$ cat config.mk
export PLATFORM = sky130hd
export DESIGN_NAME = frc_verdict
export DESIGN_NICKNAME = d
export VERILOG_FILES = /design/src/frc_pkg.sv /design/src/frc_verdict.sv
export SDC_FILE = /design/constraint.sdc
export NUM_CORES = 1
export LEC_CHECK = 0
export ABC_AREA = 1
export BUFFER_PORTS_ARGS = -buffer_cell sky130_fd_sc_hd__buf_2
export CAP_MARGIN = 10
export CORE_MARGIN = 2
export CORE_UTILIZATION = 42
export DETAILED_ROUTE_END_ITERATION = 10
export PLACE_DENSITY = 0.81
export SLEW_MARGIN = 10
export SYNTH_ARGS = -nofsm -noshare
export SYNTH_HDL_FRONTEND = slang
export SYNTH_SLANG_ARGS = --single-unit
$ cat constraint.sdc
create_clock -name vclk -period 4.45
set_clock_uncertainty 0.15 [all_clocks]
set_input_delay 0.2225 -clock vclk [all_inputs]
set_output_delay 0.2225 -clock vclk [all_outputs]
set_load 0.02 [all_outputs]
$ cat src/frc_pkg.sv
// ----------------------------------------------------------------------------
// frc_pkg
// shared types, constants and the byte-wide crc-32 update of the record checker
// ----------------------------------------------------------------------------
`default_nettype none

package frc_pkg;

    localparam logic [10:0] MAX_PAYLOAD   = 11'd1024;
    localparam logic [10:0] COUNT_MAX     = 11'd2047;
    localparam logic [10:0] MIN_RECORD    = 11'd16;
    localparam logic [3:0]  HEADER_BYTES  = 4'd12;
    localparam logic [2:0]  TRAILER_BYTES = 3'd4;
    localparam logic [31:0] CRC_POLY      = 32'hedb88320;
    localparam logic [31:0] CRC_ALL_ONES  = 32'hffffffff;

    typedef enum logic [1:0] {
        REG_MAGIC_WORD      = 2'd0,
        REG_SCHEMA_CUR      = 2'd1,
        REG_PAYLOAD_LIMIT   = 2'd2,
        REG_EXCLUDED_PREFIX = 2'd3
    } reg_index_t;

    typedef enum logic [1:0] {
        STATUS_VALID            = 2'd0,
        STATUS_CORRUPT          = 2'd1,
        STATUS_UNSUPPORTED      = 2'd2,
        STATUS_MIGRATION_FAILED = 2'd3
    } status_t;

    typedef struct packed {
        logic [31:0] magic_word;
        logic [7:0]  schema_cur;
        logic [10:0] payload_limit;
        logic [10:0] excluded_prefix;
    } cfg_t;

    typedef struct packed {
        logic        magic_match;
        logic [7:0]  version_byte;
        logic [7:0]  reserved_byte;
        logic [15:0] length_field;
        logic [31:0] generation_field;
        logic [31:0] crc_accumulator;
        logic [31:0] tail_delay;
    } rec_t;

    function automatic logic [31:0] crc_byte(input logic [31:0] crc, input logic [7:0] b);
        logic [31:0] c;
        c = crc ^ {24'd0, b};
        for (int k = 0; k < 8; k++) begin
            c = (c >> 1) ^ (CRC_POLY & {32{c[0]}});
        end
        return c;
    endfunction

endpackage

`default_nettype wire

$ cat src/frc_verdict.sv
// ----------------------------------------------------------------------------
// frc_verdict
// checks a finished record in priority order and forms the result fields
// ----------------------------------------------------------------------------
`default_nettype none

module frc_verdict
    import frc_pkg::*;
(
    input  wire cfg_t        cfg,
    input  wire rec_t        rec,
    input  wire [10:0]       count,      // bytes before the last one
    input  wire              accepted,
    output status_t          status,
    output logic [31:0]      generation,
    output logic [10:0]      payload_length
);

    logic [10:0] cap;
    logic [10:0] room;
    logic [10:0] size;
    logic [16:0] payload;
    logic [16:0] total;
    logic        crc_ok;

    always_comb begin
        if (cfg.payload_limit == 11'd0 || cfg.payload_limit > MAX_PAYLOAD) begin
            cap = MAX_PAYLOAD;
        end else begin
            cap = cfg.payload_limit;
        end
        room    = cap - cfg.excluded_prefix;
        size    = count + 11'd1;
        payload = {1'b0, rec.length_field} + {6'd0, cfg.excluded_prefix};
        total   = payload + {13'd0, HEADER_BYTES} + {14'd0, TRAILER_BYTES};
        crc_ok  = (rec.tail_delay == (rec.crc_accumulator ^ CRC_ALL_ONES));

        if (count == COUNT_MAX) begin
            status = STATUS_CORRUPT;
        end else if (size < MIN_RECORD || !rec.magic_match) begin
            status = STATUS_CORRUPT;
        end else if (rec.version_byte > cfg.schema_cur) begin
            status = STATUS_UNSUPPORTED;
        end else if (rec.version_byte < cfg.schema_cur) begin
            status = STATUS_MIGRATION_FAILED;
        end else if (cfg.excluded_prefix > cap
                     || rec.length_field > {5'd0, room}) begin
            status = STATUS_CORRUPT;
        end else if (rec.reserved_byte != 8'd0 || payload == 17'd0
                     || payload > {6'd0, cap} || total != {6'd0, size}
                     || rec.generation_field == 32'd0 || !crc_ok || !accepted) begin
            status = STATUS_CORRUPT;
        end else begin
            status = STATUS_VALID;
        end

        if (status == STATUS_VALID) begin
            generation     = rec.generation_field;
            payload_length = payload[10:0];
        end else begin
            generation     = 32'd0;
            payload_length = 11'd0;
        end
    end

endmodule

`default_nettype wire

==> flow_summary.json <==
{
  "status": "complete, but fails checks",
  "violations": "setup timing",
  "die_area_sq_mm": 0.0107,
  "vias_per_cell": 4.88,
  "core_area_sq_mm": 0.00968,
  "num_antenna_cells": 0,
  "pwr_density_cell_mw_per_mm2": 108,
  "synth_nets": 1071,
  "die_x_um": 103,
  "rsz0062_at_grt": "true",
  "end_kind": "output port",
  "remaining_drc_errors": 0,
  "p_sw_mw": 0.406,
  "worst_slack_ns": -0.448,
  "setup-violations-final": 44,
  "yosysTopAreaCell": "nand2_1",
  "crit_type": "in2out",
  "clock.fmax_ghz": 0.204,
  "fin_hold_ws_ns": 0.636,
  "synth_cell_type_count": 31,
  "die_h_um": 103,
  "final_cell_mix": "nand2_1, buf_2, inv_1, nor2_1, buf_4",
  "p_comb_share_pct": 100.0,
  "syn_inst": 811,
  "place_area_sq_mm": 0.00569,
  "port_buffers": 216,
  "finalInstanceArea_sq_mm": 0.00652,
  "firstDrtPassIters": 5,
  "grt_pass1_vias": 5615,
  "min_to": "generation[26]",
  "slowest_stage": "ha_1",
  "place_congestion": 0.894,
  "synth-seq-area-share_pct": 0,
  "final_util_pct": 67.3,
  "drive_gt1_share_pct": 34.7,
  "vdd_drop_max_uv": 49.8,
  "hold_violations": 0,
  "slew-limit-headroom_pct": 59.8,
  "instances_no_fill": 1225,
  "n_fill_cell": 897,
  "layout_commonest_cell": "nand2_1",
  "slew_violations": 0,
  "arrival_ns": 4.53,
  "hp-class": "in2out",
  "io_pins": 248,
  "clockBufferCount": 0,
  "grt_start_max_net_pins": 15,
  "ys.warnings.count": 0,
  "preCtsSetupSlack_ns": -0.559,
  "seqPwrFrac_pct": 0,
  "drt_iter0_drc": 239,
  "worst_pin_slew_ns": 0.598,
  "cp_common_cell": "buf_4",
  "synth_area_leaders": "nand2_1, ha_1, inv_1",
  "grt_first_pass_wirelength_um": 24100,
  "antenna_left": 0,
  "pwr-share-clk_pct": 0,
  "worstHoldStart": "rec[90]",
  "finalNetCount": 1354,
  "syn_area_per_cell_sq_um": 5.11,
  "vias": 5974,
  "holdBufCountCts": 0,
  "seq_cells": 0,
  "p_sw_share_pct": 57.9,
  "dp_hpwl_um": 12200,
  "antenna_found_initial": 0,
  "area_growth_pct": 57.2,
  "drt_wl_total_um": 15700,
  "synth_top_area_share_pct": 20.9,
  "dp.cells": 1200,
  "row_count": 36,
  "internal-power_mw": 0.295,
  "sequential_cell_area_sq_um": 0,
  "post-route-min-period_ns": 4.90,
  "crit_required_ns": 4.08,
  "fin_crit_sh_pct": 110,
  "wl_per_cell_um": 12.8,
  "start_kind": "primary input",
  "synth.cell_area_sq_mm": 0.00415,
  "grt.total_usage_pct": 27.8,
  "drv_cap": 0,
  "start_util_pct": 42.8,
  "cp_slowest_stage_delay_ns": 0.33,
  "worst-path-max-fanout": 7,
  "holdPathStages": 4,
  "grt-ovfl-total": 0,
  "p_leak_nw": 3.97
}
==> critical path: cells and delay by family <==
family | cells | cell delay [ns]
AO/OA/AOI/OAI | 2 | 0.23
XOR/XNOR | 1 | 0.18
adder cells (fa/ha/maj) | 2 | 0.63
buffers and inverters | 17 | 2.19
AND/OR/NAND/NOR | 10 | 1.06
==> metal layers <==
layer | routed length [um] | GRT usage, % | vias up
met4 | 529 | 8.50 | 0
li1 | - | - | 3079
met1 | 6240 | 34.4 | 2615
met2 | 7920 | 50.7 | 235
met3 | 1000 | 2.35 | 45
met5 | 0 | 0 | -
==> Yosys cell counts, drive strengths merged <==
library cell and n:
o211ai 1, ha 55, nand3b 2, a211oi 3
fa 2, xnor2 9, a21boi 1, o221ai 1
xor2 13, nand3 63, inv 173, buf 6
nand2 240, o21a 4, nand4 17, o21bai 4
nor3 9, nor4 3, a22oi 2, a21oi 27
o21ai 16, nor2 160
==> area by class of cell <==
type / instances / area [sq um] / area share, %
Timing Repair Buffer: 287 / 1950 / 30.0
Inverter: 173 / 649 / 9.96
Tap cell: 133 / 166 / 2.55
Multi-Input combinational cell: 632 / 3750 / 57.5
==> cells by family (layout without fill, tap and decap cells) <==
logic type,after synthesis,after routing,share of synthesized area (%)
buffers and inverters,179,460,17.1
adders and majority gates,57,57,17.6
xor gates and xnor gates,22,22,4.65
and+or+nand+nor,494,494,52.3
AOI/OAI and AO/OA,59,59,8.30
==> per-stage QoR <==
step	TNS, ns	power [mW]
after detailed placement	-22.86	0.626
final	-16.80	0.701
after CTS	-9.63	0.667
after global placement	-19.56	0.617
after global routing	-29.10	0.794
after floorplan	-0.105	0.395
==> power groups by stage <==
stage	clock network, mW	logic (mW)	registers, mW
finish	0	0.701	0
global route	0	0.794	0
CTS	0	0.667	0
detailed placement	0	0.626	0
global placement	0	0.617	0
floorplan	0	0.395	0
==> how the worst max path moves through the flow <==
| stage | startpoint | endpoint |
|---|---|---|
| floorplan | cfg[17] | payload_length[6] |
| global placement | cfg[17] | generation[31] |
| detailed placement | cfg[17] | generation[9] |
| CTS | cfg[17] | generation[9] |
| global route | cfg[17] | generation[3] |
| finish | cfg[13] | generation[3] |
==> timing repair <==
action,4_1_cts,5_1_grt
setup buffers,20,3
pin swaps,11,10
resized for setup,121,42
gates cloned,2,1
endpoints found under the hold margin,0,0
setup endpoints to repair,44,44
Note: power is estimated with default switching activity, not from simulation.
